File: config.mk
export PLATFORM = sky130hd
export DESIGN_NAME = modbus_rtu_response_framer_unit_flat
export DESIGN_NICKNAME = d
export VERILOG_FILES = /design/src/design/mrf_pkg.sv /design/src/design/mrf_if.sv /design/src/design/mrf_crc.sv /design/src/design/mrf_frame.sv /design/src/design/modbus_rtu_response_framer_unit.sv /design/src/flat_wrapper.sv
export SDC_FILE = /design/constraint.sdc
export NUM_CORES = 1
export LEC_CHECK = 0
export BUFFER_PORTS_ARGS = -buffer_cell sky130_fd_sc_hd__buf_2
export CAP_MARGIN = 20
export CORE_ASPECT_RATIO = 1.4
export CORE_MARGIN = 8
export CORE_UTILIZATION = 61
export DETAILED_ROUTE_END_ITERATION = 7
export HOLD_SLACK_MARGIN = 0.08
export PLACE_DENSITY = 0.77
export SYNTH_ARGS = -nofsm -noshare
export SYNTH_HDL_FRONTEND = slang
export SYNTH_HIERARCHICAL = 1
export SYNTH_SLANG_ARGS = --single-unit
File: constraint.sdc
create_clock -name clk -period 5.17 [get_ports clk]
set_clock_uncertainty 0.1 [all_clocks]
set_input_delay 1.034 -clock clk [delete_from_list [all_inputs] [get_ports clk]]
set_output_delay 1.034 -clock clk [all_outputs]
set_load 0.01 [all_outputs]
File: src/design/mrf_pkg.sv
package mrf_pkg;

  // frame status codes
  localparam logic [1:0] ST_PENDING = 2'd0;
  localparam logic [1:0] ST_DONE    = 2'd1;
  localparam logic [1:0] ST_BAD     = 2'd2;

  // crc-16 (reflected) constants
  localparam logic [15:0] CRC_INIT = 16'hFFFF;
  localparam logic [15:0] CRC_POLY = 16'hA001;

  // function codes and the exception bit
  localparam logic [7:0] FC_EXC_BIT   = 8'h80;
  localparam logic [7:0] FC_WR_COIL   = 8'h05;
  localparam logic [7:0] FC_WR_REG    = 8'h06;
  localparam logic [7:0] FC_EXC_STAT  = 8'h07;
  localparam logic [7:0] FC_WR_COILS  = 8'h0F;
  localparam logic [7:0] FC_WR_REGS   = 8'h10;
  localparam logic [7:0] FC_RD_FIRST  = 8'h01;
  localparam logic [7:0] FC_RD_LAST   = 8'h04;
  localparam logic [7:0] FC_SLAVE_ID  = 8'h11;

  // fixed frame lengths
  localparam logic [8:0] LEN_SHORT = 9'd5;
  localparam logic [8:0] LEN_WRITE = 9'd8;

  // one result word
  typedef struct packed {
    logic [7:0] data_byte;
    logic [7:0] byte_index;
    logic [1:0] frame_status;
    logic [8:0] frame_length;
  } mrf_result_t;

  // codes whose length follows from the byte-count field
  function automatic logic counted_code(input logic [7:0] fc);
    counted_code = ((fc >= FC_RD_FIRST) && (fc <= FC_RD_LAST)) || (fc == FC_SLAVE_ID);
  endfunction

endpackage

File: src/design/mrf_if.sv
interface mrf_in_if;
  logic       valid;
  logic       ready;
  logic [7:0] rx_byte;

  modport source (output valid, output rx_byte, input ready);
  modport sink   (input valid, input rx_byte, output ready);
endinterface

interface mrf_out_if;
  logic       valid;
  logic       ready;
  logic [7:0] data_byte;
  logic [7:0] byte_index;
  logic [1:0] frame_status;
  logic [8:0] frame_length;

  modport source (output valid, output data_byte, output byte_index,
                  output frame_status, output frame_length, input ready);
  modport sink   (input valid, input data_byte, input byte_index,
                  input frame_status, input frame_length, output ready);
endinterface

File: src/design/mrf_crc.sv
module mrf_crc (
  input  logic [15:0] crc_in,
  input  logic [7:0]  data,
  output logic [15:0] crc_out
);
  import mrf_pkg::*;

  // eight shift-and-xor steps of the reflected crc, unrolled
  always_comb begin
    logic [15:0] c;
    c = crc_in ^ {8'h00, data};
    for (int k = 0; k < 8; k++) begin
      if (c[0]) begin
        c = (c >> 1) ^ CRC_POLY;
      end else begin
        c = c >> 1;
      end
    end
    crc_out = c;
  end

endmodule

File: src/design/mrf_frame.sv
module mrf_frame #(
  parameter int MAX_FRAME = 256
) (
  input  logic               clk,
  input  logic               rst,
  input  logic               advance,
  input  logic [7:0]         rx_byte,
  output mrf_pkg::mrf_result_t result
);
  import mrf_pkg::*;

  localparam logic [8:0] MaxLen = 9'(MAX_FRAME);

  // frame state
  logic [8:0]  byte_count, byte_count_next;
  logic [7:0]  function_code, function_code_next;
  logic [8:0]  expected_length, expected_length_next;
  logic [15:0] running_crc, running_crc_next;
  logic [7:0]  received_crc_low, received_crc_low_next;

  logic [15:0] crc_upd;

  mrf_crc u_crc (
    .crc_in  (running_crc),
    .data    (rx_byte),
    .crc_out (crc_upd)
  );

  // decode, crc step and status for the byte in hand
  always_comb begin
    logic [8:0]  el;
    logic [7:0]  fc;
    logic        unknown;
    logic        clear;
    logic [15:0] crc_n;
    logic [7:0]  low_n;
    logic [8:0]  idx_p1;
    logic [9:0]  idx_p2;

    el      = expected_length;
    fc      = function_code;
    unknown = 1'b0;
    clear   = 1'b0;
    crc_n   = running_crc;
    low_n   = received_crc_low;
    idx_p1  = byte_count + 9'd1;
    idx_p2  = {1'b0, byte_count} + 10'd2;

    result.data_byte    = rx_byte;
    result.byte_index   = byte_count[7:0];
    result.frame_status = ST_PENDING;
    result.frame_length = 9'd0;
    byte_count_next     = idx_p1;

    if (byte_count >= MaxLen) begin
      // position past the largest frame
      result.byte_index   = 8'd0;
      result.frame_status = ST_BAD;
      clear               = 1'b1;
    end else begin
      // length decode from the function code or byte count
      if (byte_count == 9'd1) begin
        fc = rx_byte;
        if ((rx_byte & FC_EXC_BIT) != 8'h00) begin
          el = LEN_SHORT;
        end else if (rx_byte == FC_WR_COIL || rx_byte == FC_WR_REG ||
                     rx_byte == FC_WR_COILS || rx_byte == FC_WR_REGS) begin
          el = LEN_WRITE;
        end else if (rx_byte == FC_EXC_STAT) begin
          el = LEN_SHORT;
        end else if (!counted_code(rx_byte)) begin
          unknown = 1'b1;
        end
      end else if (byte_count == 9'd2 && expected_length == 9'd0 &&
                   counted_code(function_code)) begin
        el = LEN_SHORT + {1'b0, rx_byte};
      end

      priority if (unknown) begin
        result.frame_status = ST_BAD;
        clear               = 1'b1;
      end else if (el > MaxLen) begin
        result.frame_status = ST_BAD;
        result.frame_length = el;
        clear               = 1'b1;
      end else begin
        // crc over payload, capture of the low crc byte
        if (el == 9'd0 || idx_p2 < {1'b0, el}) begin
          crc_n = crc_upd;
        end else if (idx_p2 == {1'b0, el}) begin
          low_n = rx_byte;
        end
        result.frame_length = el;
        if (el != 9'd0 && idx_p1 == el) begin
          result.frame_status = ({rx_byte, received_crc_low} == crc_n) ? ST_DONE : ST_BAD;
          clear               = 1'b1;
        end
      end
    end

    function_code_next    = fc;
    expected_length_next  = el;
    running_crc_next      = crc_n;
    received_crc_low_next = low_n;
    if (clear) begin
      byte_count_next       = 9'd0;
      function_code_next    = 8'd0;
      expected_length_next  = 9'd0;
      running_crc_next      = CRC_INIT;
      received_crc_low_next = 8'd0;
    end
  end

  // state update as the byte moves on
  always_ff @(posedge clk) begin
    if (rst) begin
      byte_count       <= 9'd0;
      function_code    <= 8'd0;
      expected_length  <= 9'd0;
      running_crc      <= CRC_INIT;
      received_crc_low <= 8'd0;
    end else if (advance) begin
      byte_count       <= byte_count_next;
      function_code    <= function_code_next;
      expected_length  <= expected_length_next;
      running_crc      <= running_crc_next;
      received_crc_low <= received_crc_low_next;
    end
  end

endmodule

File: src/design/modbus_rtu_response_framer_unit.sv
// modbus rtu response framer
// rx carries one response byte per word; tx carries one result word for
// every byte: the echoed byte, its index in the frame, the frame status
// (pending, complete with good crc, malformed) and the expected length.
// both channels use a valid/ready handshake; a word moves when both are high.
// an accepted byte passes through the input register and then the result
// register, from which it is offered on tx.
// throughput: one byte per cycle while tx does not stall; the crc step and
// length decode are combinational between the input and result registers.
// when tx stalls, the result register holds its word and the input register
// still takes one more byte; rx.ready drops only when both are full.
// reset empties both registers and returns the frame state to the start of
// a frame with the crc preset to all ones.
module modbus_rtu_response_framer_unit #(
  parameter int MAX_FRAME = 256
) (
  input logic      clk,
  input logic      rst,
  mrf_in_if.sink   rx,
  mrf_out_if.source tx
);
  import mrf_pkg::*;

  logic        s1_valid;
  logic [7:0]  s1_byte;
  logic        tx_valid;
  mrf_result_t tx_word;
  mrf_result_t result;
  logic        load;
  logic        advance;

  assign load     = !tx_valid || tx.ready;
  assign advance  = s1_valid && load;
  assign rx.ready = !s1_valid || load;

  // input register
  always_ff @(posedge clk) begin
    if (rst) begin
      s1_valid <= 1'b0;
    end else if (rx.valid && rx.ready) begin
      s1_valid <= 1'b1;
    end else if (advance) begin
      s1_valid <= 1'b0;
    end
  end

  always_ff @(posedge clk) begin
    if (rx.valid && rx.ready) begin
      s1_byte <= rx.rx_byte;
    end
  end

  mrf_frame #(
    .MAX_FRAME (MAX_FRAME)
  ) u_frame (
    .clk     (clk),
    .rst     (rst),
    .advance (advance),
    .rx_byte (s1_byte),
    .result  (result)
  );

  // result register
  always_ff @(posedge clk) begin
    if (rst) begin
      tx_valid <= 1'b0;
    end else if (load) begin
      tx_valid <= s1_valid;
    end
  end

  always_ff @(posedge clk) begin
    if (advance) begin
      tx_word <= result;
    end
  end

  assign tx.valid        = tx_valid;
  assign tx.data_byte    = tx_word.data_byte;
  assign tx.byte_index   = tx_word.byte_index;
  assign tx.frame_status = tx_word.frame_status;
  assign tx.frame_length = tx_word.frame_length;

endmodule

File: src/flat_wrapper.sv
// flat-port wrapper written by rule: the top's interface ports become plain ports
module modbus_rtu_response_framer_unit_flat import mrf_pkg::*;
#(
  parameter int MAX_FRAME = 256
)
  (clk, rst, rx_valid, rx_rx_byte, rx_ready, tx_valid, tx_data_byte, tx_byte_index, tx_frame_status, tx_frame_length, tx_ready);
  mrf_in_if rx_i ();
  mrf_out_if tx_i ();
  input logic clk;
  input logic rst;
  input wire logic [$bits(rx_i.valid)-1:0] rx_valid;
  input wire logic [$bits(rx_i.rx_byte)-1:0] rx_rx_byte;
  output wire logic [$bits(rx_i.ready)-1:0] rx_ready;
  output wire logic [$bits(tx_i.valid)-1:0] tx_valid;
  output wire logic [$bits(tx_i.data_byte)-1:0] tx_data_byte;
  output wire logic [$bits(tx_i.byte_index)-1:0] tx_byte_index;
  output wire logic [$bits(tx_i.frame_status)-1:0] tx_frame_status;
  output wire logic [$bits(tx_i.frame_length)-1:0] tx_frame_length;
  input wire logic [$bits(tx_i.ready)-1:0] tx_ready;
  assign rx_i.valid = rx_valid;
  assign rx_i.rx_byte = rx_rx_byte;
  assign rx_ready = rx_i.ready;
  assign tx_valid = tx_i.valid;
  assign tx_data_byte = tx_i.data_byte;
  assign tx_byte_index = tx_i.byte_index;
  assign tx_frame_status = tx_i.frame_status;
  assign tx_frame_length = tx_i.frame_length;
  assign tx_i.ready = tx_ready;
  modbus_rtu_response_framer_unit #(.MAX_FRAME(MAX_FRAME)) u_core (.clk(clk), .rst(rst), .rx(rx_i), .tx(tx_i));
endmodule
==> results of run 1 <==
==> final cells by class <==
class	count	area, um2	share of cell area
Clock inverter	5	57.6	0.00967
Timing Repair Buffer	70	425	0.0715
Tap cell	105	131	0.0221
Inverter	27	101	0.0170
Sequential cell	87	2090	0.352
Multi-Input combinational cell	385	2900	0.487
Clock buffer	11	243	0.0408
==> cells in the mapped netlist, drive strengths merged, types with 11 or more instances <==
library cell  instances
nor2b                11
o22a                 16
nor2                 37
nand2                26
clkbuf               21
dfxtp                52
edfxtp               35
buf                  21
inv                  26
xnor2                40
a22o                 17
o21ai                13
nand3                21
a21oi                24
ha                   19
xor2                 24
==> kinds of logic after synthesis <==
logic type | count (synthesis) | share of synthesized area
buffers and inverters | 69 | 0.0603
AOI/OAI and AO/OA | 122 | 0.178
DFF | 87 | 0.396
and+or+nand+nor | 175 | 0.199
muxes | 4 | 0.00757
adders and majority gates | 19 | 0.0450
xor gates and xnor gates | 65 | 0.115
==> sequential cells by signal (all words and copies together) (netlist names) <==
name / count
u_core/tx.byte_index: 8
u_core/tx.valid: 1
u_core/u_frame/running_crc: 16
u_core/tx.data_byte: 8
u_core/u_frame/received_crc_low: 8
u_core/u_frame/byte_count: 9
u_core/tx.frame_length: 9
u_core/u_frame/expected_length: 9
u_core/u_frame/function_code: 8
u_core/s1_valid: 1
u_core/tx.frame_status: 2
u_core/s1_byte: 8
==> critical path, stage by stage, from the launching register on <==
cell and delay (ps):
dfxtp_1 390, inv_1 170, ha_1 320, or4b_1 520, nor3_2 270, a21oi_2 170, a22oi_2 320, ha_1 310
a21o_1 190, a21oi_1 130, o21ai_0 80, nor2_1 150, and2_1 330, a311oi_1 100, or3_1 380, nor4_1 270
nand4_1 150, nor4b_1 280
==> how the worst max path moves through the flow <==
stage                                 start                        end  slack, ps  depth (start not counted)
2_1_floorplan             u_core/s1_byte[0]  u_core/tx.frame_status[0]        600                         19
3_3_place_gp              u_core/s1_byte[0]  u_core/tx.frame_status[0]        510                         18
3_5_place_dp   u_core/u_frame/byte_count[1]  u_core/tx.frame_status[0]        390                         17
4_1_cts        u_core/u_frame/byte_count[1]  u_core/tx.frame_status[0]        340                         17
5_1_grt                   u_core/s1_byte[0]  u_core/tx.frame_status[0]         50                         18
6_report       u_core/u_frame/byte_count[1]  u_core/tx.frame_status[0]        360                         17
==> metal layers <==
layer | part of all wire | vias up
li1 | - | 2042
met1 | 0.35 | 2109
met2 | 0.53 | 170
met3 | 0.056 | 61
met4 | 0.056 | 0
met5 | 0 | -
==> metrics by stage <==
step,setup slack [ps],instances
floorplan,600,541
global placement,512,670
detailed placement,391,670
CTS,343,686
global route,46.1,690
finish,361,690
==> where the power goes <==
group          switching (mW)  internal [mW]  leakage (nW)  total, mW
clock network           0.270          0.387         0.139      0.657
registers              0.0316          0.745         0.756      0.777
logic                   0.220          0.153          1.46      0.373
total                   0.522           1.29          2.36       1.81
==> timing repair <==
item	in CTS	in global routing
resized for setup	0	3
endpoints found under the setup margin	0	2
hold endpoints to repair	0	0
buffers inserted	0	4
==> results.json, run 1 <==
{
  "layout_commonest_cell": "dfxtp_1",
  "fmaxAchievable_mhz": 208,
  "vdd.ir_drop.worst_mv": 0.259,
  "post_synth_instance_area_um2": 5290,
  "drtAntennaViolNets": 0,
  "cts-root-buf": "clkbuf_16",
  "floorplan.die.width_um": 94.7,
  "hold_buffers": 0,
  "place_area_um2": 5600,
  "overflow": 0,
  "antennaDiodeCount": 0,
  "met3_usage": 0.0511,
  "hold_path_end": "u_core/u_frame/function_code[5]",
  "cts_made_buffers": 9,
  "via_count": 4382,
  "io_pins": 41,
  "yosysWarnings": 6,
  "r2r_slack_ps": 360,
  "fin_setup_tns_ps": 0,
  "worst-setup-path-type": "reg2reg",
  "ys_dominant_reg_cell": "dfxtp_1",
  "port_buffers": 40,
  "crit_arrival_ps": 4870,
  "grt_antenna_before_repair": 0,
  "r2r-end": "u_core/tx.frame_status[0]",
  "synth_top_cell_by_area": "edfxtp_1",
  "rsz0062_at_grt": "no",
  "htree_levels": 3,
  "clock_sinks": 87,
  "layout_worst_path_cycle_share": 0.930,
  "min_from": "u_core/u_frame/function_code[5]",
  "detailedRoute.firstPassIterationCount": 5,
  "yosys_register_bits": 87,
  "clkLatencyLatePin_ps": 350,
  "min_path_cells": 1,
  "finish.instance_area_um2": 5950,
  "hold_class": "reg2reg",
  "mostFrequentLayoutCells": "52 x dfxtp_1, 40 x buf_2, 37 x xnor2_1, 37 x nor2_1, 35 x edfxtp_1",
  "drt_wl_total_um": 14800,
  "post_synthesis_mean_instance_area_um2": 9.77,
  "postSynthNetCount": 572,
  "grt_pass1_vias": 4455,
  "syn_inst": 541,
  "num-nets-final": 611,
  "fp.dieArea_um2": 11900,
  "r2r.worst_path.cells": 17,
  "crit_path_max_fanout": 8,
  "num-fill-cells": 665,
  "end_kind": "register",
  "post_drt_wl_per_cell_um": 21.4,
  "tritoncts": "done",
  "synth_top_cells_by_area": "edfxtp_1 20%, dfxtp_1 20%, xnor2_1 6.1%",
  "netlist.area_leader.share": 0.199,
  "post_route_worst_hold_slack_ps": 393,
  "finalMaxSlewViolations": 0,
  "detailedRoute.firstIterationViolations": 284,
  "ys_types": 76,
  "grt_overall_usage": 0.253,
  "total_number_of_placement_rows": 40,
  "final-setup-viol-count": 0,
  "core_area_um2": 8510,
  "met1_use_gr": 0.261,
  "drt-vias-per-instance": 6.35,
  "sequential_share_of_the_synthesized_area": 0.396,
  "r2r-start": "u_core/u_frame/byte_count[1]",
  "hpwlAfterDp_um": 11100,
  "synthToLayoutAreaGrowth_pct": 12.5,
  "number_of_flops_mapped_to_enable_cells_by_yosys": 35,
  "finalHoldViolations": 0,
  "start_util": 0.621,
  "outcome": "finished, final reports clean",
  "grt_pass1_wl_um": 23100,
  "drcViolationCount": 0,
  "critical_path_data_required_time_ps": 5230,
  "ys_async_sr_fraction": 0,
  "gp_congestion": 1.01,
  "maximum_number_of_pins_on_one_net_before_global_route_repair": 30,
  "final_period_minus_worst_setup_slack_ps": 4810,
  "crit_path_start_kind": "register",
  "globalRouteMet2Util": 0.444,
  "clk_pin_slew_ps": 60,
  "layer_with_the_highest_usage_after_global_routing": "met2",
  "timing_worst_slew_pin_value_ps": 767,
  "max-cap-violations": 0,
  "power_leakage_nw": 2.36,
  "cellPowerDensity_nw_per_um2": 304,
  "post_route_cells_drive_above_1_share": 0.209,
  "p_total_mw": 1.81,
  "finalCoreUtilization": 0.699,
  "clockBufferDepth": 2,
  "timing.max_slew.rel_slack": 0.485,
  "floorplan.die.height_um": 126
}
(Power assumes the default switching activity.)
==> inputs of run 2 (changes only) <==
Settings changed: MAX_ROUTING_LAYER from default to met4.
==> results.json, run 2 (synthesized netlist as in run 1, its figures left out) <==
{
  "regMostFlops": "u_core/u_frame/running_crc",
  "detailedRoute.firstPassIterationCount": 5,
  "crit_path_start_kind": "register",
  "floorplan.die.width_um": 94.7,
  "fp.dieArea_um2": 11900,
  "clk_pin_slew_ps": 60,
  "via_count": 4374,
  "grt_antenna_before_repair": 0,
  "clockPowerShare": 0.398,
  "drt_wl_total_um": 14600,
  "tritoncts": "done",
  "drtAntennaViolNets": 0,
  "cts-root-buf": "clkbuf_16",
  "total_number_of_placement_rows": 40,
  "delay_heaviest_family_cp": "simple AND/OR/NAND/NOR gates",
  "place_area_um2": 5570,
  "clock_sinks": 87,
  "antennaDiodeCount": 0,
  "vdd.ir_drop.worst_mv": 0.258,
  "largest_register_ffs": 16,
  "fin_setup_tns_ps": 0,
  "start_util": 0.621,
  "power_leakage_nw": 2.37,
  "finalCoreUtilization": 0.703,
  "synthToLayoutAreaGrowth_pct": 13.1,
  "crit_arrival_ps": 4910,
  "finalMaxSlewViolations": 0,
  "hpwlAfterDp_um": 10900,
  "clockBufferDepth": 2,
  "hold_class": "reg2reg",
  "final-setup-viol-count": 0,
  "combPwrFrac": 0.197,
  "core_area_um2": 8510,
  "p_sw_frac": 0.281,
  "post_route_cells_drive_above_1_share": 0.210,
  "crit_path_max_fanout": 7,
  "critical_path_cell_by_cell": "inv_1 > ha_1 > or3_1 > a31o_2 > a21oi_2 > a22o_1 > inv_1 > ha_1 > a21o_1 > a21oi_1 > o21ai_0 > nor2_1 > and2_1 > a311oi_1 > or3_1 > nor4_2 > nand4_1 > nor4b_2",
  "io_pins": 41,
  "grt_pass1_vias": 4427,
  "port_buffers": 40,
  "switching_power_mw": 0.538,
  "floorplan.die.height_um": 126,
  "p_total_mw": 1.92,
  "share_seq_of_total_power": 0.405,
  "finish.instance_area_um2": 5980,
  "overflow": 0,
  "timing_worst_slew_pin_value_ps": 747,
  "num-nets-final": 606,
  "clkLatencyLatePin_ps": 350,
  "maximum_number_of_pins_on_one_net_before_global_route_repair": 27,
  "worst-setup-path-type": "reg2reg",
  "post_drt_wl_per_cell_um": 21.3,
  "htree_levels": 3,
  "grt_pass1_wl_um": 22800,
  "detailedRoute.firstIterationViolations": 379,
  "internal_power_mw": 1.38,
  "standard_cell_with_the_maximum_stage_delay_on_the_critical_path": "edfxtp_1",
  "max-cap-violations": 0,
  "fmaxAchievable_mhz": 206,
  "num-fill-cells": 669,
  "final_period_minus_worst_setup_slack_ps": 4860,
  "drt-vias-per-instance": 6.39,
  "gp_congestion": 1.03,
  "cellPowerDensity_nw_per_um2": 320,
  "drcViolationCount": 0,
  "cp.buffers_inverters": 2,
  "outcome": "finished, final reports clean",
  "maximum_single_stage_delay_on_the_critical_path_ps": 490,
  "layout_commonest_cell": "dfxtp_1",
  "mostFrequentLayoutCells": "52 x dfxtp_1, 40 x buf_2, 37 x xnor2_1, 37 x nor2_1, 35 x edfxtp_1",
  "cts_made_buffers": 9,
  "end_kind": "register",
  "critical_path_data_required_time_ps": 5220,
  "timing.max_slew.rel_slack": 0.498,
  "layout_worst_path_cycle_share": 0.940,
  "finalHoldViolations": 0,
  "grt_overall_usage": 0.256
}
==> run 2: changes by cell type in the layout (fill, tap and decap cells not counted), moves of 2 or more <==
cell        delta
clkinvlp_4     -2
buf_4          -5
bufinv_16      +2
inv_6          +2
==> run 2: power groups by stage <==
stage / sequential (mW) / combinational [mW] / clock, mW
3_3_place_gp: 0.789 / 0.360 / 0
5_1_grt: 0.780 / 0.405 / 0.804
3_5_place_dp: 0.791 / 0.367 / 0
6_report: 0.777 / 0.377 / 0.762
2_1_floorplan: 0.787 / 0.284 / 0
4_1_cts: 0.776 / 0.369 / 0.778
==> run 2: final timing paths <==
path	start	endpoint	slack, ps	cells after the start
min reg2reg	u_core/u_frame/expected_length[0]	u_core/u_frame/expected_length[0]	390	2
max reg2reg	u_core/s1_byte[1]	u_core/tx.frame_status[0]	310	18
max	u_core/s1_byte[1]	u_core/tx.frame_status[0]	310	18
min	u_core/u_frame/expected_length[0]	u_core/u_frame/expected_length[0]	390	2
==> run 2: per-stage QoR <==
step	hold slack (ps)	cells	setup slack (ps)
6_report	388	685	310
2_1_floorplan	345	541	600
3_3_place_gp	366	666	141
5_1_grt	395	685	-47.2
3_5_place_dp	370	666	110
4_1_cts	386	682	47.1
==> run 2: worst reg2reg max path, delay by kind of cell (launching register included) <==
family,cells,cell delay [ps]
compound gates,7,1380
buf+inv,2,250
simple gates,7,2010
flops,1,490
fa+ha+maj,2,450
==> run 2: area by class of cell <==
class                           count  area (um2)  share of cell area
Multi-Input combinational cell    385        2910               0.487
Sequential cell                    87        2090               0.350
Timing Repair Buffer               65         388              0.0649
Clock inverter                      7         128              0.0213
Clock buffer                        9         225              0.0377
Inverter                           27         101              0.0169
Tap cell                          105         131              0.0220
==> run 2: metal layers <==
metal | vias up | global-route usage | routed length, um
met5 | - | - | 0
met4 | 0 | 0.174 | 879
met3 | 66 | 0.0505 | 777
met2 | 172 | 0.436 | 7680
met1 | 2101 | 0.255 | 5240
li1 | 2035 | - | -
==> run 2: repair_timing <==
action,CTS,global route
hold buffers,0,0
resized for setup,0,6
buffers inserted,0,3
endpoints found under the setup margin,0,2
